--- config.mk ---
export PLATFORM = sky130hd
export DESIGN_NAME = nht_div
export DESIGN_NICKNAME = d
export VERILOG_FILES = /design/src/rtl/nht_div.sv
export SDC_FILE = /design/constraint.sdc
export NUM_CORES = 1
export LEC_CHECK = 0
export ABC_AREA = 1
export BUFFER_PORTS_ARGS = -buffer_cell sky130_fd_sc_hd__buf_4
export CORE_MARGIN = 4
export CORE_UTILIZATION = 56
export CTS_CLUSTER_DIAMETER = 120
export DETAILED_ROUTE_END_ITERATION = 8
export PLACE_DENSITY = 0.8
export SLEW_MARGIN = 0
export SYNTH_ARGS = -nofsm -noshare
export SYNTH_HDL_FRONTEND = slang
export SYNTH_SLANG_ARGS = --single-unit
--- constraint.sdc ---
create_clock -name clk_i -period 3 [get_ports clk_i]
set_input_delay 0.3 -clock clk_i [delete_from_list [all_inputs] [get_ports clk_i]]
set_output_delay 0.3 -clock clk_i [all_outputs]
set_load 0.005 [all_outputs]
--- src/rtl/nht_div.sv ---
module nht_div #(
  parameter int DW = 5
) (
  input  logic          clk_i,
  input  logic          rst_ni,
  input  logic          start_i,
  input  logic [15:0]   dividend_i,
  input  logic [DW-1:0] divisor_i,
  output logic          done_o,
  output logic [DW-1:0] rem_o
);
  logic [15:0]   num_q;
  logic [DW-1:0] div_q;
  logic [DW-1:0] rem_q;
  logic [4:0]    cnt_q;
  logic          busy_q;
  logic [DW:0]   trial;

  // restoring remainder, one dividend bit per cycle
  assign trial = {rem_q, num_q[15]};

  always_ff @(posedge clk_i or negedge rst_ni) begin
    if (!rst_ni) begin
      busy_q <= 1'b0;
      cnt_q  <= '0;
      done_o <= 1'b0;
    end else begin
      done_o <= 1'b0;
      if (start_i) begin
        busy_q <= 1'b1;
        cnt_q  <= '0;
      end else if (busy_q) begin
        cnt_q <= cnt_q + 5'd1;
        if (cnt_q == 5'd15) begin
          busy_q <= 1'b0;
          done_o <= 1'b1;
        end
      end
    end
  end

  always_ff @(posedge clk_i) begin
    if (start_i) begin
      num_q <= dividend_i;
      div_q <= divisor_i;
      rem_q <= '0;
    end else if (busy_q) begin
      num_q <= {num_q[14:0], 1'b0};
      if (trial >= {1'b0, div_q}) rem_q <= DW'(trial - {1'b0, div_q});
      else rem_q <= trial[DW-1:0];
    end
  end

  assign rem_o = rem_q;
endmodule
==> summary.md, run 1 <==
| Metric | Value |
|---|---|
| Post-CTS setup buffers | 0 |
| Port bufs | 29 |
| Hold Path Class | input port to flop |
| Worst EP required | 3.23 ns |
| Clk network pwr share | 19.1% |
| Synth async-reset ratio | 21.2% |
| Part of the cycle the worst path needs | a little under three fifths |
| WL per Instance | 11.7 um |
| Die ar. | between 3000 and 4000 sq um |
| Setup TNS | 0 ns |
| Crit path launch type | flop |
| Dominant cells by area after synthesis | edfxtp_1, nand2_1, dfrtp_1 |
| Worst IR Drop VDD | 0.493 mV |
| Worst skew pair latency | between 0.3 and 0.4 ns |
| Final hold vios | 0 |
| Final min period | approximately 1.7 ns |
| Gate count after technology mapping | 182 |
| Tot Pwr | 0.00133 W |
| DRC Markers | 0 |
| Post-placement cell count | 239 |
| Max Transition Viols Final | 0 |
| Mux contribution to synthesized area | 0% |
| Layout Cells excl Fill | between 200 and 250 |
| Largest net degree at the start of global routing | 29 |
| Origin of the worst setup path | num_q[15] |
| RSZ-0062 raised after global routing | false |
| GRT Overall Usage | 18.4% |
| Final HPWL DP | 2170 um |
| R2R Path End | rem_o[0] |
| Fin util | 70.1% |
| Die extent in x | 61.8 um |
| Tightest Pin Transition | 0.429 ns |
| Die H | slightly above 60 um |
| Vias per cell | 5.10 |
| Via count | 1265 |
| Sw Ratio | 33.7% |
| Area leader, netlist | edfxtp_1 |
| Synthesized flop and latch total | 33 |
| CTS H-tree depth | 2 |
| Synth Area in Simple Gates | 26.9% |
| P_leak | 0.983 nW |
| Detail Route Antenna Nets | 0 |
| Nets@finish | 248 |
| Syn Nets | between 200 and 250 |
| Logic pwr share | 36.1% |
| Area of the mapped netlist | 1620 sq um |
| Rel. slew slack | 71.3% |
| Core Area | approximately 2800 sq um |
| Reg2reg setup slack | 1.31 ns |
| Gr ovfl total | 0 |
| First-pass GRT wire length | 4950 um |
| Outcome | completed |
| Top-count cell post-synth | nand2_1 |
| Final setup violation count | 0 |
| CTS Buf Count | 5 |
| Final wirelength | between 2000 and 3000 um |
| Crit. End Element | flop |
| Synth cell types | 24 |
| CTS sink cnt | 33 |
| Design area | 1930 sq um |
| Initial antenna violation count | 0 |
| Int Pwr | 0.000882 W |
| Iter 0 DRT Violations | 66 |
| Rows | 19 |
| Commonest cells in the netlist | nand2_1, inv_1, edfxtp_1, nand3_1 |
| Synth Area in Compound Gates | 3.32% |
| GPL Wtd Cong | 0.894 |
| CTS clock-pin slew for the worst setup and hold paths | 0.10 ns |
| Syn avg cell area | 8.90 sq um |
| Worst Path Max Fanout | 6 |
| CTS tree | built |
| Psw | 0.000449 W |
| Crit path capture | rem_o[0] |
| First-pass detailed-route iteration total | 4 |
| Top Ports | 30 |
| Main synth FF type | edfxtp_1 |
| Post-DP Area | 1870 sq um |
| Adder-Cell Fraction of Synth Area | 6.64% |
| Max clock buf depth | 2 |
| YS warnings | 0 |
| Area share of the largest cell type after synthesis | between 30% and 40% |
| Post-synthesis xor/xnor area fraction | 0.541% |
| Fmax | 591 MHz |
| Final Skew | 0.00854 ns |
| Flop pwr share | 44.8% |
| Pwr dens | 688 nW/um^2 |
| Ant diodes | 0 |
| Worst r2r path cells | 10 |
| Largest family of logic cells by synthesized area | simple AND/OR/NAND/NOR gates |
| Initial Util | 58.8% |
| Synth-to-Final Area Change | 19.4% |
| Post-synth EDFFs | 21 |
| Max-cap violations | 0 |
| Worst EP arrival | 1.92 ns |
| Sequential area share after synthesis | 55.9% |
| Crit Path Class | flop to flop |
| Fraction of layout cells with a size suffix above 1 | 19.8% |
| Reg-to-reg startpoint | num_q[15] |
| CTS root buf | clkbuf_4 |
| Vias in the first global route | 1222 |
critical path: stages (launching register included):
cell and delay [ns]:
edfxtp_1 0.36, inv_1 0.09, ha_1 0.15, inv_1 0.06, fa_1 0.41, inv_1 0.07, nand2_1 0.06, nand3b_2 0.16
nand3_1 0.10, nand3_1 0.10, nand2_1 0.05
timing repair:
action | in CTS | in global routing
gates resized for setup | 0 | 0
hold endpoints to repair | 7 | 0
hold buffers | 1 | 0
cell type report:
class / instances / area, sq um
repair buffers: 30 / 228
clock buffers: 8 / 58.8
multi-input cells: 120 / 606
inverters: 26 / 97.6
fillers: 216 / 823
flip-flops and latches: 33 / 906
well taps: 31 / 38.8
worst min-delay path by stage:
stage	slack, ns	start	endpoint	cells after the start
global placement	0.11	rst_ni	cnt_q[3]	1
floorplan	0.004	rst_ni	busy_q	0
finish	0.14	divisor_i[3]	div_q[3]	1
detailed placement	0.12	rst_ni	cnt_q[3]	1
global route	0.12	divisor_i[3]	div_q[3]	1
CTS	0.12	divisor_i[3]	div_q[3]	1
flip-flops by register name, indices dropped and copies added, names as in the netlist:
| register | cells |
|---|---|
| busy_q | 1 |
| cnt_q | 5 |
| div_q | 5 |
| done_o | 1 |
| num_q | 16 |
| rem_o | 5 |
power by group through the flow:
stage | Clock, W | Sequential [W] | Combinational, W
after floorplan | 0 | 0.000598 | 0.000338
final | 0.000254 | 0.000596 | 0.000481
after global routing | 0.000284 | 0.000604 | 0.000551
after detailed placement | 0 | 0.000606 | 0.000482
after CTS | 0.000265 | 0.000596 | 0.000486
after global placement | 0 | 0.000604 | 0.000461
through the flow:
stage | worst slack (ns) | hold slack [ns]
4_1_cts | 1.29 | 0.121
3_5_place_dp | 1.30 | 0.117
2_1_floorplan | 1.43 | 0.00441
5_1_grt | 1.13 | 0.118
6_report | 1.31 | 0.138
3_3_place_gp | 1.36 | 0.114
layer usage:
layer / vias to the layer above / GRT usage (%) / wire length [um]
li1: 650 / - / -
met1: 577 / 20.5 / 1200
met2: 29 / 30.9 / 1470
met3: 9 / 4.55 / 145
met4: 0 / 12.4 / 89
met5: - / 0 / 0
cells by family (layout without fill, tap and decap cells):
logic type | after synthesis | after routing
buffers and inverters | 29 | 64
AOI/OAI and AO/OA | 8 | 8
xor gates and xnor gates | 1 | 1
adders and majority gates | 8 | 8
DFF | 33 | 33
and+or+nand+nor | 103 | 103
placed cells by master, fill, tap and decap left out, drive strengths merged, types with 2 or more instances in the layout:
cell / count
nand2: 76
nand3: 14
a21oi: 4
dfrtp: 7
nor2: 5
dfxtp: 5
nor3: 5
clkbuf: 8
o21ai: 2
inv: 25
ha: 7
edfxtp: 21
buf: 29
Power figures use the tool's default switching activity.
==> run 2: changes to the inputs <==
Settings changed: CORE_UTILIZATION 56 to 54, PLACE_DENSITY 0.8 to 0.78.
Clock period 3 ns to 1.6 ns, I/O delays scaled along.
==> summary.md, run 2 (synthesized netlist as in run 1, its figures left out) <==
| Metric | Value |
|---|---|
| CTS H-tree depth | 2 (unchanged) |
| Iter 0 DRT Violations | 67 (+1.5%) |
| Tightest Pin Transition | 0.371 ns (-0.0589 ns) |
| Final setup margin | -0.0106 ns (-1.32 ns) |
| First-pass detailed-route iteration total | 5 (+1) |
| Hold Path Class | input port to flop |
| CTS clock-pin slew for the worst setup and hold paths | 0.11 ns (about the same) |
| Pwr dens | 1280 nW/um^2 (+86%) |
| Fraction of layout cells with a size suffix above 1 | 26.5% (+6.7 points) |
| Ant diodes | 0 (unchanged) |
| CTS Buf Count | 5 (unchanged) |
| Final min period | 1.61 ns (-0.0815 ns) |
| Setup TNS | -0.0106 ns (-0.0106 ns) |
| Outcome | finished with violations |
| CTS sink cnt | 33 (unchanged) |
| GPL Wtd Cong | 0.870 (-2.7%) |
| GRT Overall Usage | 17.9% (-0.46 points) |
| First-pass GRT wire length | 5580 um (+13%) |
| Core Area | 2810 sq um (+1.7%) |
| Die H | 62.8 um (+1.6%) |
| Vias in the first global route | 1348 (+10%) |
| Rows | 19 (unchanged) |
| Crit. End Element | flop |
| Fmax | 621 MHz (+5.1%) |
| Gr ovfl total | 0 (unchanged) |
| Most frequent cells in the layout | nand2_1, buf_4, edfxtp_1 |
| Vias per cell | 5.14 (+0.69%) |
| Final Skew | 0.0168 ns (+0.00829 ns) |
| Max clock buf depth | 2 (unchanged) |
| Synth-to-Final Area Change | 27.1% |
| Port bufs | 29 (unchanged) |
| Worst EP arrival | 1.85 ns (-0.07 ns) |
| Largest Register | num_q |
| Detail Route Antenna Nets | 0 (unchanged) |
| Worst IR Drop VDD | 0.808 mV (+64%) |
| Rel. slew slack | 75.3% (+4.0 points) |
| Crit path launch type | flop |
| Max-cap violations | 0 (unchanged) |
| Flip-flop count of the largest register after layout | 16 (unchanged) |
| Max Transition Viols Final | 0 (unchanged) |
| CTS tree | built |
| DRC Markers | 0 (unchanged) |
| Initial antenna violation count | 0 (unchanged) |
| Worst skew pair latency | 0.33 ns (about the same) |
| P_leak | 1.04 nW (+5.7%) |
| Final wirelength | 3130 um (+7.7%) |
| Initial Util | 57.8% (-1.0 points) |
| Via count | 1320 (+4.3%) |
| Worst Path Max Fanout | 3 (-3) |
| Crit Path Class | flop to flop |
| Violated checks | negative setup slack |
| Largest net degree at the start of global routing | 29 (unchanged) |
| Worst EP required | 1.84 ns (-1.39 ns) |
| WL per Instance | 12.2 um (+3.9%) |
| Final setup violation count | 1 (+1) |
| Die ar. | 3940 sq um (+3.2%) |
| CTS root buf | clkbuf_4 |
| Part of the cycle the worst path needs | 101% (+44 points) |
| Final hold vios | 0 (unchanged) |
| Final HPWL DP | 2200 um (+1.4%) |
| RSZ-0062 raised after global routing | true |
| Die extent in x | 62.8 um (+1.6%) |
| Nets@finish | 257 (+3.6%) |
| WHS | 0.0749 ns (-0.0635 ns) |
| Top Ports | 30 (unchanged) |
| Most common cell after layout, fill and taps aside | nand2_1 |
run 2: cell types whose count changed in the layout (fill, tap and decap cells not counted), moves of 2 or more:
| cell | before | now |
|---|---|---|
| clkinv_2 | 0 | 2 |
| inv_1 | 22 | 19 |
| inv_2 | 3 | 6 |
| clkbuf_1 | 2 | 0 |
| dlygate4sd3_1 | 1 | 6 |
| nand2_1 | 75 | 72 |
| nand2_2 | 0 | 3 |
| nand3_2 | 0 | 2 |
| buf_4 | 29 | 33 |
| nand3_1 | 14 | 12 |
run 2: cell type report:
class	count	area [sq um]
clock buffer	5	37.5
clock inverter	3	17.5
fill	222	746
inverter	26	97.6
multi-input combinational	120	654
sequential	33	906
tap	31	38.8
timing repair buffer	39	308
run 2: what timing repair did:
| item | 4_1_cts | 5_1_grt |
|---|---|---|
| buffers inserted | 0 | 0 |
| pin swaps | 0 | 9 |
| resized for setup | 4 | 9 |
| hold endpoints to repair | 12 | 0 |
| hold buffers | 6 | 0 |
| endpoints found under the setup margin | 5 | 5 |
run 2: per-layer routing:
| layer | routed length, um | vias to the layer above | track usage (%) | part of all wire [%] |
|---|---|---|---|---|
| li1 | - | 667 | - | - |
| met1 | 1240 | 619 | 20.4 | 40 |
| met2 | 1710 | 29 | 32.1 | 55 |
| met3 | 132 | 5 | 4.50 | 4.2 |
| met4 | 42 | 0 | 6.89 | 1.3 |
| met5 | 0 | - | 0 | 0 |
run 2: report_power, final:
part / switching [W] / internal [W] / leakage, nW
clock: 0.000282 / 0.000166 / 0.0310
sequential: 0.0000967 / 0.00103 / 0.358
combinational: 0.000566 / 0.000493 / 0.650
run 2: critical path, stage by stage, from the launching register on:
cell and delay [ns]:
edfxtp_1 0.39, inv_2 0.08, ha_4 0.12, inv_2 0.04, fa_2 0.37, buf_4 0.16, xnor2_2 0.16, nand2_2 0.08
nand3_2 0.07, nand2_1 0.05
run 2: worst paths after layout:
kind                            depth (start not counted)  slack (ns)     startpoint        to
worst max-delay path                                    9       -0.01      num_q[15]  rem_o[2]
max in group asynchronous                               2        1.30         rst_ni  cnt_q[1]
worst max register to register                          9       -0.01      num_q[15]  rem_o[2]
worst min-delay path                                    3        0.07  dividend_i[0]  num_q[0]
worst min register to register                          2        0.50       rem_o[2]  rem_o[2]
min in group asynchronous                               2        0.16         rst_ni  cnt_q[4]
run 2: through the flow:
step / cells / setup WS (ns) / cell area [sq um] / utilization, % / total power [W]
after global routing: 257 / -0.112 / 2060 / 73.4 / 0.00284
after detailed placement: 243 / -0.0796 / 1900 / 67.6 / 0.00207
after CTS: 257 / 0.00586 / 2030 / 72.4 / 0.00257
after global placement: 243 / -0.0170 / 1900 / 67.6 / 0.00203
after floorplan: 182 / 0.0277 / 1620 / - / 0.00175
final: 257 / -0.0106 / 2060 / 73.4 / 0.00263
==> run 3: changes to the inputs <==
==> constraint.sdc (replaced) <==
create_clock -name clk_i -period 1.6 [get_ports clk_i]
set_input_delay 0.32 -clock clk_i [delete_from_list [all_inputs] [get_ports clk_i]]
set_output_delay 0.32 -clock clk_i [all_outputs]
set_load 0.005 [all_outputs]
==> summary.md, run 3 (synthesized netlist as in run 1, its figures left out) <==
| Metric | Value |
|---|---|
| CP bufs+invs | 3 (unchanged) |
| Crit path cell chain | inv_2 > ha_4 > inv_2 > fa_2 > buf_4 > xnor2_1 > nand2_1 > nand3_1 > nand2_1 |
| Core Area | 2810 sq um (unchanged) |
| Setup TNS | 0 ns (+0.0106 ns) |
| Nets@finish | 256 (-0.39%) |
| Crit Path Class | flop to flop |
| Die ar. | 3940 sq um (unchanged) |
| Outcome | completed |
| CTS clock-pin slew for the worst setup and hold paths | 0.09 ns (-0.02 ns) |
| Worst path depth | 9 (unchanged) |
| Part of the cycle the worst path needs | 98.7% (-2.0 points) |
| Grt met3 use | 3.96% (-0.54 points) |
| WHS | 0.169 ns (+0.0939 ns) |
| Largest net degree at the start of global routing | 19 (-34%) |
| Max Transition Viols Final | 0 (unchanged) |
| Synth-to-Final Area Change | 24.9% |
| Worst EP arrival | 1.80 ns (-0.05 ns) |
| Reg-to-reg startpoint | num_q[15] |
| Initial Util | 57.8% (unchanged) |
| Most frequent cells in the layout | nand2_1, buf_4, edfxtp_1 |
| Pwr dens | 1260 nW/um^2 (-0.94%) |
| Rows | 19 (unchanged) |
| Final HPWL DP | 2300 um (+4.6%) |
| WL per Instance | 11.8 um (-3.4%) |
| Worst path max stage delay | 0.38 ns (about the same) |
| Crit path launch type | flop |
| Vias per cell | 5.09 (-0.83%) |
| Largest Register | num_q |
| Crit path capture | rem_o[2] |
| Top Ports | 30 (unchanged) |
| Met1 GRT Util | 18.1% (-2.3 points) |
| GRT Overall Usage | 17.0% (-0.94 points) |
| Gr ovfl total | 0 (unchanged) |
| CTS H-tree depth | 2 (unchanged) |
| Initial antenna violation count | 0 (unchanged) |
| Fillcell total | 237 (+6.8%) |
| Flip-flop count of the largest register after layout | 16 (unchanged) |
| Worst IR Drop VDD | 0.686 mV (-15%) |
| Worst Path Max Fanout | 3 (unchanged) |
| Final hold vios | 0 (unchanged) |
| Final min period | 1.58 ns (-0.0315 ns) |
| Tightest Pin Transition | 0.379 ns (+0.00845 ns) |
| Iter 0 DRT Violations | 39 (-42%) |
| Area taken by flip-flops and latches | 906 sq um (unchanged) |
| GPL Wtd Cong | 0.916 (+5.2%) |
| Hold Path Class | input port to flop |
| RSZ-0062 raised after global routing | true |
| Via count | 1304 (-1.2%) |
| Slowest-stage cell, CP | edfxtp_1 |
| CTS Buf Count | 5 (unchanged) |
| Final Skew | 0.00806 ns (-0.00876 ns) |
| R2R Path End | rem_o[2] |
| CTS sink cnt | 33 (unchanged) |
| Multi-input gate area | 644 sq um (-1.5%) |
| Worst EP required | 1.83 ns (about the same) |
| Top delay family on crit path | adder cells |
| Final wirelength | 3010 um (-3.8%) |
| CTS root buf | clkbuf_4 |
| Worst skew pair latency | 0.32 ns (about the same) |
| CTS tree | built |
| Fmax | 633 MHz (+2.0%) |
| Fraction of layout cells with a size suffix above 1 | 26.7% (+0.12 points) |
| Origin of the worst setup path | num_q[15] |
| Rel. slew slack | 74.7% (-0.56 points) |
| Met2 usage | 32.0% (-0.13 points) |
| Worst r2r path cells | 9 (unchanged) |
| Ant diodes | 0 (unchanged) |
| Die H | 62.8 um (unchanged) |
| Detail Route Antenna Nets | 0 (unchanged) |
| Port bufs | 29 (unchanged) |
| Most used routing layer in global routing | met2 |
| Die extent in x | 62.8 um (unchanged) |
| Most common cell after layout, fill and taps aside | nand2_1 |
| First-pass detailed-route iteration total | 4 (-1) |
| DRC Markers | 0 (unchanged) |
| Final setup violation count | 0 (-1) |
| P_leak | 1.03 nW (-0.67%) |
| Max clock buf depth | 2 (unchanged) |
| Vias in the first global route | 1312 (-2.7%) |
| Max-cap violations | 0 (unchanged) |
| Reg2reg setup slack | 0.02 ns (+0.03 ns) |
| First-pass GRT wire length | 5310 um (-4.8%) |
| Crit. End Element | flop |
==> run 3: layout make-up <==
| cell class | instances | share of cell area (%) |
|---|---|---|
| clock buffers | 5 | 1.85 |
| repair buffers | 38 | 14.2 |
| flip-flops and latches | 33 | 44.7 |
| well taps | 31 | 1.92 |
| multi-input cells | 120 | 31.8 |
| clock inverters | 3 | 0.618 |
| inverters | 26 | 4.82 |
==> run 3: worst min path at each step <==
stage / startpoint / to / slack [ns] / cells after the start
floorplan: rst_ni / busy_q / 0.02 / 0
global placement: rst_ni / cnt_q[3] / 0.13 / 1
detailed placement: rst_ni / cnt_q[3] / 0.14 / 1
CTS: divisor_i[4] / div_q[4] / 0.15 / 1
global route: divisor_i[0] / div_q[0] / 0.14 / 1
finish: divisor_i[3] / div_q[3] / 0.17 / 1
==> run 3: per-stage QoR <==
step / setup slack (ns) / util, % / area (sq um) / total power (W) / cells
3_3_place_gp: -0.0169 / 67.8 / 1900 / 0.00203 / 244
4_1_cts: 0.00233 / 72.0 / 2020 / 0.00256 / 256
6_report: 0.0209 / 72.2 / 2020 / 0.00256 / 256
3_5_place_dp: -0.0938 / 67.8 / 1900 / 0.00207 / 244
5_1_grt: -0.0571 / 72.2 / 2020 / 0.00276 / 256
2_1_floorplan: 0.0277 / - / 1620 / 0.00175 / 182
==> run 3: repair_timing <==
item / 4_1_cts / 5_1_grt
pin swaps: 7 / 4
endpoints found under the hold margin: 7 / 0
gates resized for setup: 10 / 1
cloned: 0 / 0
setup endpoints to repair: 5 / 5
hold buffers: 1 / 0
buffers inserted: 3 / 0
==> run 3: routing by layer <==
| metal | part of all wire (%) | up-vias |
|---|---|---|
| li1 | - | 670 |
| met1 | 41 | 602 |
| met2 | 53 | 25 |
| met3 | 3.8 | 7 |
| met4 | 1.7 | 0 |
| met5 | 0 | - |
==> run 3: report_power, final <==
part	total [W]	switching (W)	internal [W]
clock network	0.000417	0.000258	0.000159
registers	0.00112	0.0000951	0.00103
logic	0.00102	0.000550	0.000471
total	0.00256	0.000904	0.00166
