$ cat config.mk
export PLATFORM = sky130hd
export DESIGN_NAME = nht_cell
export DESIGN_NICKNAME = d
export VERILOG_FILES = /design/src/rtl/nht_pkg.sv /design/src/rtl/nht_cell.sv
export SDC_FILE = /design/constraint.sdc
export NUM_CORES = 1
export LEC_CHECK = 0
export BUFFER_PORTS_ARGS = -buffer_cell sky130_fd_sc_hd__buf_2
export CAP_MARGIN = 0
export CORE_AREA = 2 2 126 128
export CTS_CLUSTER_DIAMETER = 200
export DETAILED_ROUTE_END_ITERATION = 8
export DIE_AREA = 0 0 128 130
export PLACE_DENSITY = 0.82
export SYNTH_ARGS = -nofsm -noshare
export SYNTH_HDL_FRONTEND = slang
export SYNTH_SLANG_ARGS = --single-unit
$ cat constraint.sdc
create_clock -name clk_i -period 1.1 [get_ports clk_i]
set_clock_uncertainty 0.2 [all_clocks]
set_input_delay 0.055 -clock clk_i [delete_from_list [all_inputs] [get_ports clk_i]]
set_output_delay 0.055 -clock clk_i [all_outputs]
set_load 0.02 [all_outputs]
$ cat src/rtl/nht_pkg.sv
package nht_pkg;

  // one table entry as it travels along the row of cells
  typedef struct packed {
    logic [63:0]        key_lo;
    logic [63:0]        key_hi;
    logic [6:0]         cnt;
    logic [5:0]         badges;
    logic [2:0]         mark;
    logic signed [15:0] stamp;
  } entry_t;

  // one result item
  typedef struct packed {
    logic               hit;
    logic               inserted;
    logic [4:0]         slot;
    logic               evicted;
    logic [63:0]        old_name_lo;
    logic [63:0]        old_name_hi;
    logic [6:0]         old_count;
    logic [5:0]         old_badges;
    logic [2:0]         old_mark;
    logic signed [15:0] old_stamp;
  } result_t;

  typedef enum logic [2:0] {
    ST_IDLE,
    ST_SCAN,
    ST_PICK,
    ST_INS,
    ST_DONE
  } state_e;

  localparam logic [5:0] BADGE_FULL = 6'h3F;
  localparam logic [6:0] CNT_CAP    = 7'h3F;
  localparam logic [6:0] CNT_MAX    = 7'h7F;
  localparam logic [2:0] MARK_DONE  = 3'd7;
  localparam int         NUM_BADGES = 6;

  // clear every byte after the first zero byte
  function automatic logic [127:0] canon_name(input logic [127:0] n);
    logic [127:0] r;
    logic         ended;
    r     = n;
    ended = 1'b0;
    for (int b = 0; b < 16; b++) begin
      if (ended) begin
        r[b*8 +: 8] = 8'h00;
      end else if (n[b*8 +: 8] == 8'h00) begin
        ended = 1'b1;
      end
    end
    return r;
  endfunction

  // value mod 6 from its parity and a base-4 digit sum mod 3
  function automatic logic [2:0] rem6(input logic [15:0] x);
    logic [4:0] s;
    logic [2:0] t;
    logic [2:0] u;
    logic [1:0] r3;
    logic [2:0] r;
    s = '0;
    for (int d = 0; d < 8; d++) s = s + 5'(x[2*d +: 2]);
    t  = 3'(s[1:0]) + 3'(s[3:2]) + 3'(s[4]);
    u  = 3'(t[1:0]) + 3'(t[2]);
    r3 = (u >= 3'd3) ? 2'(u - 3'd3) : u[1:0];
    case ({r3, x[0]})
      3'b00_0: r = 3'd0;
      3'b01_0: r = 3'd4;
      3'b10_0: r = 3'd2;
      3'b00_1: r = 3'd3;
      3'b01_1: r = 3'd1;
      3'b10_1: r = 3'd5;
      default: r = 3'd0;
    endcase
    return r;
  endfunction

  // new count values 14, 24, 34 and so on earn a badge
  function automatic logic is_milestone(input logic [6:0] c);
    logic m;
    m = 1'b0;
    for (int j = 0; j < 12; j++) begin
      if (c == 7'(14 + 10 * j)) m = 1'b1;
    end
    return m;
  endfunction

  // entry update on a name match
  function automatic entry_t hit_update(input entry_t e, input logic signed [15:0] now,
                                        input logic [2:0] b0);
    entry_t     r;
    logic [6:0] c;
    logic [2:0] b;
    logic       found;
    r       = e;
    r.stamp = now;
    if (e.badges == BADGE_FULL) begin
      if (e.cnt < CNT_CAP) begin
        r.cnt = e.cnt + 7'd1;
      end else begin
        r.cnt  = CNT_CAP;
        r.mark = MARK_DONE;
      end
    end else begin
      c = (e.cnt == CNT_MAX) ? CNT_MAX : e.cnt + 7'd1;
      if (is_milestone(c)) begin
        b     = b0;
        found = 1'b0;
        for (int t = 0; t < NUM_BADGES; t++) begin
          if (!found) begin
            if (!e.badges[b]) found = 1'b1;
            else b = (b == 3'(NUM_BADGES - 1)) ? 3'd0 : b + 3'd1;
          end
        end
        r.mark   = b;
        r.badges = e.badges | (6'd1 << b);
      end
      r.cnt = c;
    end
    return r;
  endfunction

endpackage

$ cat src/rtl/nht_cell.sv
module nht_cell (
  input  logic            clk_i,
  input  logic            rst_ni,
  input  logic            shift_i,
  input  nht_pkg::entry_t entry_i,
  output nht_pkg::entry_t entry_o
);
  import nht_pkg::*;

  entry_t entry_q;

  // take the neighbor's entry on each shift, empty after reset
  always_ff @(posedge clk_i or negedge rst_ni) begin
    if (!rst_ni) begin
      entry_q <= '0;
    end else if (shift_i) begin
      entry_q <= entry_i;
    end
  end

  assign entry_o = entry_q;
endmodule

==> out/metrics.csv, run 1 <==
stage;metric;value;unit
critical_path;Crit path max-delay family;flip-flops;
global_route;antenna violations before repair;2;
pwr;internal power;13.2;mW
clocking;CTS Sinks;160;
placement;pre-CTS WS;-161;ps
timing;minimum clock period after layout;1250;ps
global_route;largest net degree at the start of global routing;31;
pwr;total power;18.3;mW
timing;setup ws final;-151;ps
pwr;power per cell area;1460;nW/um2
synthesis;top cells by area, synth;dfrtp_1 63%, mux2_4 24%, mux2_2 11%;
route;DRC viols;0;
clocking;Clk Latency, worst-skew pair;410;ps
timing;Fmax;799;MHz
critical_path;CP max stage cell;dfrtp_1;
critical_path;critical path endpoint;entry_o[119];
placement;detailed placement HPWL;11300;um
critical_path;maximum fanout along the worst path;2;
critical_path;number of cells on the critical path;1;
timing;Hold Vio Cnt, Final;17;
flow_run;MaxCap Viol Count;0;
critical_path;CP Class;reg2out;
route;Detailed Route Iter0 Violations;282;
synthesis;post-synthesis cell area;6350;um2
clocking;CTS tree;done;
floorplan;number of I/O pins;323;
synthesis;Post-Syn Nets;501;
critical_path;CP Launch Type;register;
route;routed vias/inst;4.87;
synthesis;area leader, netlist;dfrtp_1;
clocking;hold buffer count at cts;161;
clocking;CTS Buffer Depth;2;
critical_path;CP Launch Point;entry_o[119];
timing;max-slew violations;0;
floorplan;Initial Utilization;0.411;
floorplan;height of the chip;130;um
clocking;total CTS buffers;17;
finish;Net count, final;1106;
global_route;vias in the first global route;6291;
pwr;Reg power frac;0.386;
critical_path;R2R setup slack;-70;ps
synthesis;Post-Synth Simple-Gate Area;0;
critical_path;worst flop-to-flop path startpoint;entry_o[80];
synthesis;Synth top area share;0.631;
synthesis;Synth Instances;338;
route;Final ANT Viol Nets;0;
global_route;first-pass GRT wire length;35200;um
synthesis;distinct cell type count after synthesis;5;
route;DR WL met3;1610;um
placement;Routability Congestion;0.762;
critical_path;worst path required time;840;ps
finish;Area growth syn-to-layout;97.4;%
critical_path;critical path arrival;1000;ps
pwr;leakage;6.23;nW
clocking;Root Driver;clkbuf_16;
timing;Hold WS;-35.5;ps
clocking;H-tree depth;4;
critical_path;worst reg2reg path endpoint;entry_o[80];
synthesis;largest family of logic cells by synthesized area;multiplexers;
synthesis;xor/xnor cell area share of the yosys netlist;0;
global_route;Congestion Overflow GR;0;
pwr;net switching power;5.06;mW
synthesis;Seq/Total Area, Yosys;0.631;
route;average wire per standard cell;22.3;um
route;Routed WL;25600;um
critical_path;Worst R2R Path Depth;2;
floorplan;Die X-Extent;128;um
pwr;VDD IR max;0.994;mV
critical_path;Critical Path End Type;primary output;
status;status;finished with violations;
pwr;Combinational Power Share;0.278;
critical_path;Buf/Inv on CP;1;
synthesis;Synth Area in Compound Gates;0;
floorplan;cell row count;46;
synthesis;post-synthesis register bit count;160;
synthesis;Synth Area in Adders;0;
synthesis;Avg Inst Size Synth;18.8;um2
synthesis;Ys Warns;0;
pwr;Switching Share;0.277;
critical_path;CP peak stage delay;430;ps
route;wire length on met2;13800;um
route;drt first pass iters;4;
timing;Rel. slew slack;0.787;
finish;Largest register FFs;160;
timing;final setup fails;241;
placement;Port Buffers;322;
clocking;Clock transition at path regs;70;ps
timing;RSZ-0062 raised after global routing;true;
status;failing checks;negative hold slack, negative setup slack;
floorplan;die area;16600;um2
timing;worst-margin pin slew;319;ps
route;top routing layer used;met4;
pwr;Clk pwr share;0.335;
floorplan;core area;15400;um2
global_route;Total GRT Usage;0.283;
synthesis;mux share of post-synthesis cell area;0.343;
timing;Final Cycle Share;1.14;
critical_path;critical path, cell by cell;buf_6;
route;Met1 Wirelength;9060;um
route;vias;5601;
finish;layout cell share with drive strength beyond 1;0.663;
worst_hold_path;Hold Crit Class;in2async;
cell usage after synthesis:
cell type,n
dfrtp_1,160
mux2_4,100
mux2_2,60
buf_6,12
buf_2,6
cells by family after synthesis:
group,after synthesis
buffers and inverters,18
DFF,160
muxes,160
metal layers:
| layer | up-vias | track usage |
|---|---|---|
| met2 | 327 | 0.509 |
| met5 | - | 0 |
| met1 | 2792 | 0.306 |
| met4 | 0 | 0.151 |
| met3 | 88 | 0.0746 |
| li1 | 2394 | - |
cell usage in the layout, fill, tap and decap left out, types with 4 or more instances in the layout:
cell / synthesis / layout
buf_4: 0 / 55
buf_2: 6 / 160
clkbuf_16: 0 / 17
buf_12: 0 / 9
dfrtp_1: 160 / 160
buf_6: 12 / 218
inv_6: 0 / 4
mux2_4: 100 / 108
mux2_2: 60 / 52
dlygate4sd3_1: 0 / 161
worst register-to-register path: stages, from the launching register on:
cell	delay [ps]
dfrtp_1	430
buf_4	160
mux2_4	270
area by class of cell:
class,instances,area [um2]
clock inverter,12,156
clock buffer,19,443
timing repair buffer,604,5470
sequential,160,4000
fill,708,2900
tap,192,240
antenna,2,5.00
multi-input combinational,160,2210
through the flow:
stage / std cells / utilization / hold WS, ps / setup TNS (ps) / cell area (um2)
5_1_grt: 1149 / 0.812 / -46.3 / -25750 / 12500
6_report: 1149 / 0.812 / -35.5 / -19520 / 12500
4_1_cts: 1117 / 0.782 / -98.8 / -18270 / 12100
2_1_floorplan: 338 / - / -441 / 0 / 6350
3_5_place_dp: 855 / 0.539 / -238 / -10950 / 8320
3_3_place_gp: 855 / 0.539 / -246 / -9410 / 8320
worst min-delay path by stage:
stage            from            to  depth (start not counted)
2_1_floorplan  rst_ni    entry_o[0]                          0
3_3_place_gp   rst_ni  entry_o[112]                          1
3_5_place_dp   rst_ni  entry_o[113]                          1
4_1_cts        rst_ni  entry_o[153]                          2
5_1_grt        rst_ni  entry_o[112]                          2
6_report       rst_ni  entry_o[112]                          2
power groups by stage:
| stage | clock [mW] | combinational, mW | sequential (mW) |
|---|---|---|---|
| 2_1_floorplan | 0 | 0.993 | 7.62 |
| 3_3_place_gp | 0 | 2.93 | 6.87 |
| 3_5_place_dp | 0 | 3.00 | 6.90 |
| 6_report | 6.12 | 5.08 | 7.05 |
| 5_1_grt | 6.44 | 5.29 | 7.09 |
| 4_1_cts | 6.17 | 4.54 | 6.92 |
repair_timing:
action                                  in CTS  in global routing
endpoints found under the setup margin     160                230
gates resized for setup                    320                 65
pin swaps                                    0                  0
hold endpoints to repair                   320                 17
setup buffers                               70                 30
Power figures use the tool's default switching activity.
==> inputs of run 2 (changes only) <==
--- a/config.mk
+++ b/config.mk
@@ -8,6 +8,7 @@
 export BUFFER_PORTS_ARGS = -buffer_cell sky130_fd_sc_hd__buf_2
 export CAP_MARGIN = 0
 export CORE_AREA = 2 2 126 128
+export CTS_BUF_LIST = sky130_fd_sc_hd__clkbuf_4
 export CTS_CLUSTER_DIAMETER = 200
 export DETAILED_ROUTE_END_ITERATION = 8
 export DIE_AREA = 0 0 128 130
==> run 2 against run 1 <==
Net effect: the flow still finishes with violations (negative hold slack, negative setup slack); sequential share of layout area rose by 0.47 points; first-iteration DRC count fell by 4.3%; power fell by 12%; combinational power rose by 1%; clock power fell by 38%; die area did not move; wire length fell by 2.2%; largest power group unchanged.
==> out/metrics.csv, run 2 (synthesis gave the netlist of run 1 again) <==
stage;metric;value;unit;change
critical_path;CP max stage cell;dfrtp_1;;
global_route;vias in the first global route;6111;;-2.9%
status;failing checks;negative hold slack, negative setup slack;;
clocking;hold buffer count at cts;161;;unchanged
floorplan;number of I/O pins;323;;unchanged
critical_path;maximum fanout along the worst path;2;;unchanged
clocking;Clk Latency, worst-skew pair;540;ps;+130 ps
placement;Routability Congestion;0.762;;unchanged
timing;Hold WS;-215;ps;-179 ps
placement;detailed placement HPWL;11300;um;unchanged
global_route;Congestion Overflow GR;0;;unchanged
critical_path;Critical Path End Type;primary output;;
clocking;Root Driver;clkbuf_4;;
timing;Hold Vio Cnt, Final;164;;+147
critical_path;Buf/Inv on CP;1;;unchanged
route;Final ANT Viol Nets;0;;unchanged
clocking;CTS tree;done;;
status;status;finished with violations;;
route;Detailed Route Iter0 Violations;270;;-4.3%
global_route;met1 Usage GRT;0.298;;-0.00855
timing;setup ws final;-328;ps;-176 ps
route;average wire per standard cell;21.6;um;-3.2%
floorplan;Initial Utilization;0.411;;unchanged
finish;commonest non-fill, non-tap cell in the layout;buf_6;;
finish;Area growth syn-to-layout;94.6;%;
critical_path;worst path required time;840;ps;about the same
finish;fillers;750;;+5.9%
global_route;met3 usage;0.0800;;+0.00533
floorplan;cell row count;46;;unchanged
global_route;Total GRT Usage;0.273;;-0.00936
timing;Fmax;700;MHz;-12%
critical_path;worst flop-to-flop path startpoint;entry_o[2];;
global_route;first-pass GRT wire length;33900;um;-3.5%
clocking;H-tree depth;4;;unchanged
pwr;total power;16.0;mW;-12%
timing;minimum clock period after layout;1430;ps;+176 ps
global_route;largest net degree at the start of global routing;31;;unchanged
route;vias;5577;;-0.43%
clocking;Clock transition at path regs;150;ps;+80 ps
critical_path;CP Class;reg2out;;
floorplan;Die X-Extent;128;um;unchanged
critical_path;worst reg2reg path endpoint;entry_o[2];;
timing;worst-margin pin slew;337;ps;+18.1 ps
floorplan;core area;15400;um2;unchanged
global_route;antenna violations before repair;3;;+1
clocking;CTS Buffer Depth;2;;unchanged
finish;leading cell types in the layout, fill and taps excluded;229 x buf_6, 161 x dlygate4sd3_1, 160 x dfrtp_1, 160 x buf_2, 109 x mux2_4;;
finish;layout cell share with drive strength beyond 1;0.666;;+0.00349
clocking;CTS Sinks;160;;unchanged
route;DRC viols;0;;unchanged
critical_path;CP Launch Type;register;;
clocking;total CTS buffers;17;;unchanged
route;routed vias/inst;4.81;;-1.4%
placement;Port Buffers;322;;unchanged
critical_path;CP peak stage delay;470;ps;+40 ps
floorplan;die area;16600;um2;unchanged
global_route;Global Route met2 Usage;0.503;;-0.00566
floorplan;height of the chip;130;um;unchanged
flow_run;MaxCap Viol Count;0;;unchanged
route;Routed WL;25000;um;-2.2%
finish;Net count, final;1116;;+0.90%
pwr;VDD IR max;1.07;mV;+7.7%
finish;Core Util, Final;0.801;;-0.0118
pwr;leakage;6.17;nW;-1.1%
timing;Final Cycle Share;1.30;;+0.160
timing;final setup fails;257;;+6.6%
timing;RSZ-0062 raised after global routing;true;;
timing;Rel. slew slack;0.775;;-0.0121
critical_path;critical path arrival;1170;ps;+170 ps
worst_hold_path;Hold Crit Class;in2async;;
critical_path;R2R setup slack;-180;ps;-110 ps
finish;Largest register FFs;160;;unchanged
critical_path;Crit path max-delay family;flip-flops;;
critical_path;critical path, cell by cell;buf_6;;
global_route;layer with the highest usage;met2;;
critical_path;Worst R2R Path Depth;3;;+1
route;drt first pass iters;4;;unchanged
pwr;power per cell area;1290;nW/um2;-11%
timing;max-slew violations;0;;unchanged
==> run 2: stage by stage <==
stage / TNS (ps) / hold slack, ps / instance area [um2] / worst slack (ps) / std cells
2_1_floorplan: 0 / -441 / 6350 / 18.5 / 338
3_3_place_gp: -9410 / -246 / 8320 / -139 / 855
3_5_place_dp: -10950 / -238 / 8320 / -161 / 855
4_1_cts: -48330 / -282 / 11700 / -351 / 1115
5_1_grt: -58330 / -265 / 12300 / -405 / 1160
6_report: -44750 / -215 / 12300 / -328 / 1160
==> run 2: worst max path at each step <==
stage,from,endpoint,cells past startpoint
detailed placement,shift_i,entry_o[33],3
CTS,entry_o[82],entry_o[82],1
floorplan,shift_i,entry_o[0],4
finish,entry_o[2],entry_o[2],1
global route,entry_o[2],entry_o[2],1
global placement,shift_i,entry_o[33],3
==> run 2: worst register-to-register path: cells and delay by family (launching register included) <==
kind | cells | cell delay [ps]
buffers and inverters | 2 | 240
DFF | 1 | 470
muxes | 1 | 280
==> run 2: metal layers <==
metal	share of wire	up-vias	wire length, um
li1	-	2414	-
met1	0.36	2765	9030
met2	0.53	327	13300
met3	0.069	71	1740
met4	0.040	0	998
met5	0	-	0
==> run 2: layout make-up <==
| cell class | count | area (um2) | area share |
|---|---|---|---|
| multi-input cells | 160 | 2210 | 0.179 |
| flip-flops and latches | 160 | 4000 | 0.324 |
| repair buffers | 614 | 5590 | 0.453 |
| well taps | 192 | 240 | 0.0195 |
| clock buffers | 18 | 135 | 0.0109 |
| diodes | 3 | 7.51 | 0.000608 |
| clock inverters | 13 | 160 | 0.0130 |
==> run 2: what timing repair did <==
action / CTS / global route
buffers inserted: 68 / 68
setup endpoints to repair: 160 / 228
cloned: 0 / 0
hold endpoints to repair: 320 / 177
resized for setup: 320 / 77
==> run 2: power by group <==
group          total, mW  internal, mW  switching (mW)
clock network       3.79          1.60            2.19
registers           7.04          6.47           0.569
logic               5.15          3.13            2.02
total               16.0          11.2            4.78
==> inputs of run 3 (changes only) <==
==> constraint.sdc (replaced) <==
create_clock -name clk_i -period 1.1 [get_ports clk_i]
set_clock_uncertainty 0.2 [all_clocks]
set_input_delay 0.165 -clock clk_i [delete_from_list [all_inputs] [get_ports clk_i]]
set_output_delay 0.165 -clock clk_i [all_outputs]
set_load 0.02 [all_outputs]
==> run 3 against run 2 <==
Net effect: the run still ends with negative hold slack, negative setup slack left; combinational power is essentially flat; largest power group unchanged; global-route usage grew 1.0 points; register-to-register slack is essentially flat; clock power grew 15%; die area is the same; first-iteration DRC count grew 30%; fmax shrank 9.2%; non-clock buffer count shrank 9; power grew 3.5%; wire length grew 3.7%; sequential share of layout area grew 0.099 points.
==> out/metrics.csv, run 3 (synthesis gave the netlist of run 1 again) <==
stage;metric;value;unit;change
floorplan;Die X-Extent;128;um;unchanged
critical_path;critical path, cell by cell;buf_6;;
route;Routed WL;26000;um;+3.7%
finish;Largest register FFs;160;;unchanged
timing;minimum clock period after layout;1570;ps;+144 ps
critical_path;Critical Path End Type;primary output;;
global_route;largest net degree at the start of global routing;40;;+29%
global_route;first-pass GRT wire length;35000;um;+3.2%
timing;TNS Setup;-69090;ps;-24340 ps
global_route;Total GRT Usage;0.284;;+0.0104
clocking;Clk Latency, worst-skew pair;580;ps;+40 ps
clocking;total CTS buffers;17;;unchanged
timing;Hold WS;-174;ps;+40.9 ps
critical_path;worst flop-to-flop path startpoint;entry_o[158];;
global_route;antenna violations before repair;3;;unchanged
route;Final ANT Viol Nets;0;;unchanged
route;Detailed Route Iter0 Violations;351;;+30%
floorplan;number of I/O pins;323;;unchanged
clocking;Clock transition at path regs;150;ps;about the same
clocking;CTS Sinks;160;;unchanged
critical_path;Worst R2R Path Depth;3;;unchanged
finish;commonest non-fill, non-tap cell in the layout;buf_6;;
route;vias;5544;;-0.59%
critical_path;CP Launch Type;register;;
timing;Final Cycle Share;1.43;;+0.131
route;drt first pass iters;5;;+1
floorplan;cell row count;46;;unchanged
clocking;H-tree depth;4;;unchanged
floorplan;height of the chip;130;um;unchanged
critical_path;CP peak stage delay;470;ps;about the same
finish;Area growth syn-to-layout;94.0;%;
status;status;finished with violations;;
floorplan;core area;15400;um2;unchanged
critical_path;critical path arrival;1210;ps;+40 ps
finish;layout cell share with drive strength beyond 1;0.664;;-0.00245
flow_run;MaxCap Viol Count;0;;unchanged
pwr;leakage;6.13;nW;-0.54%
critical_path;maximum fanout along the worst path;2;;unchanged
clocking;hold buffer count at cts;161;;unchanged
timing;Fmax;636;MHz;-9.2%
status;failing checks;negative hold slack, negative setup slack;;
placement;Inst Count DP;852;;-0.35%
critical_path;CP max stage cell;dfrtp_1;;
timing;RSZ-0062 raised after global routing;true;;
critical_path;R2R setup slack;-180;ps;about the same
floorplan;Initial Utilization;0.411;;unchanged
critical_path;CP Class;reg2out;;
route;DRC viols;0;;unchanged
clocking;CTS Buffer Depth;2;;unchanged
timing;max-slew violations;0;;unchanged
finish;Core Util, Final;0.798;;-0.00243
finish;Net count, final;1107;;-0.81%
critical_path;worst path required time;730;ps;-110 ps
timing;setup ws final;-472;ps;-144 ps
critical_path;Crit path max-delay family;flip-flops;;
worst_hold_path;Hold Crit Class;in2async;;
clocking;Root Driver;clkbuf_4;;
critical_path;Buf/Inv on CP;1;;unchanged
global_route;vias in the first global route;6194;;+1.4%
pwr;power per cell area;1340;nW/um2;+3.8%
finish;Layout Cells excl Fill;1150;;-0.86%
timing;worst-margin pin slew;278;ps;-58.8 ps
floorplan;die area;16600;um2;unchanged
global_route;Congestion Overflow GR;0;;unchanged
placement;Routability Congestion;0.748;;-1.9%
route;routed vias/inst;4.82;;+0.27%
placement;Port Buffers;322;;unchanged
pwr;total power;16.5;mW;+3.5%
route;average wire per standard cell;22.6;um;+4.6%
critical_path;worst reg2reg path endpoint;entry_o[158];;
clocking;CTS tree;done;;
placement;pre-CTS WS;-265;ps;-104 ps
timing;Hold Vio Cnt, Final;22;;-87%
finish;leading cell types in the layout, fill and taps excluded;231 x buf_6, 161 x dlygate4sd3_1, 160 x dfrtp_1, 160 x buf_2, 109 x mux2_4;;
placement;detailed placement HPWL;11100;um;-2.4%
pwr;VDD IR max;0.946;mV;-12%
timing;Rel. slew slack;0.814;;+0.0392
timing;final setup fails;254;;-1.2%
-- run 3: final cells by class --
type / count / area, um2
clock inverter: 12 / 208
tap: 192 / 240
clock buffer: 18 / 135
fill: 756 / 3110
antenna: 3 / 7.51
timing repair buffer: 605 / 5510
multi-input combinational: 160 / 2210
sequential: 160 / 4000
-- run 3: worst max-delay path by stage --
stage | start | end | slack [ps] | depth (start not counted)
floorplan | shift_i | entry_o[0] | -70 | 4
global placement | shift_i | entry_o[25] | -240 | 3
detailed placement | shift_i | entry_o[25] | -270 | 3
CTS | entry_o[16] | entry_o[16] | -490 | 1
global route | entry_o[109] | entry_o[109] | -550 | 1
finish | entry_o[158] | entry_o[158] | -470 | 1
-- run 3: report_power, final --
| part | internal [mW] | switching, mW |
|---|---|---|
| Clock | 2.06 | 2.29 |
| Combinational | 3.10 | 2.04 |
| Sequential | 6.47 | 0.579 |
| Total | 11.6 | 4.91 |
-- run 3: layer usage --
metal  vias up  wire [um]  track usage
li1       2396          -            -
met1      2720       9280        0.310
met2       346      13500        0.503
met3        82       2130       0.0951
met4         0       1090        0.129
met5         -          0            0
-- run 3: repair_timing --
action,4_1_cts,5_1_grt
buffers inserted,67,57
resized for setup,320,79
pin swaps,0,0
endpoints found under the setup margin,160,227
hold endpoints to repair,320,68
-- run 3: through the flow --
| stage | hold slack [ps] | instance area [um2] |
|---|---|---|
| final | -174 | 12300 |
| after global routing | -235 | 12300 |
| after CTS | -225 | 11700 |
| after detailed placement | -146 | 8270 |
| after global placement | -151 | 8270 |
| after floorplan | -331 | 6400 |
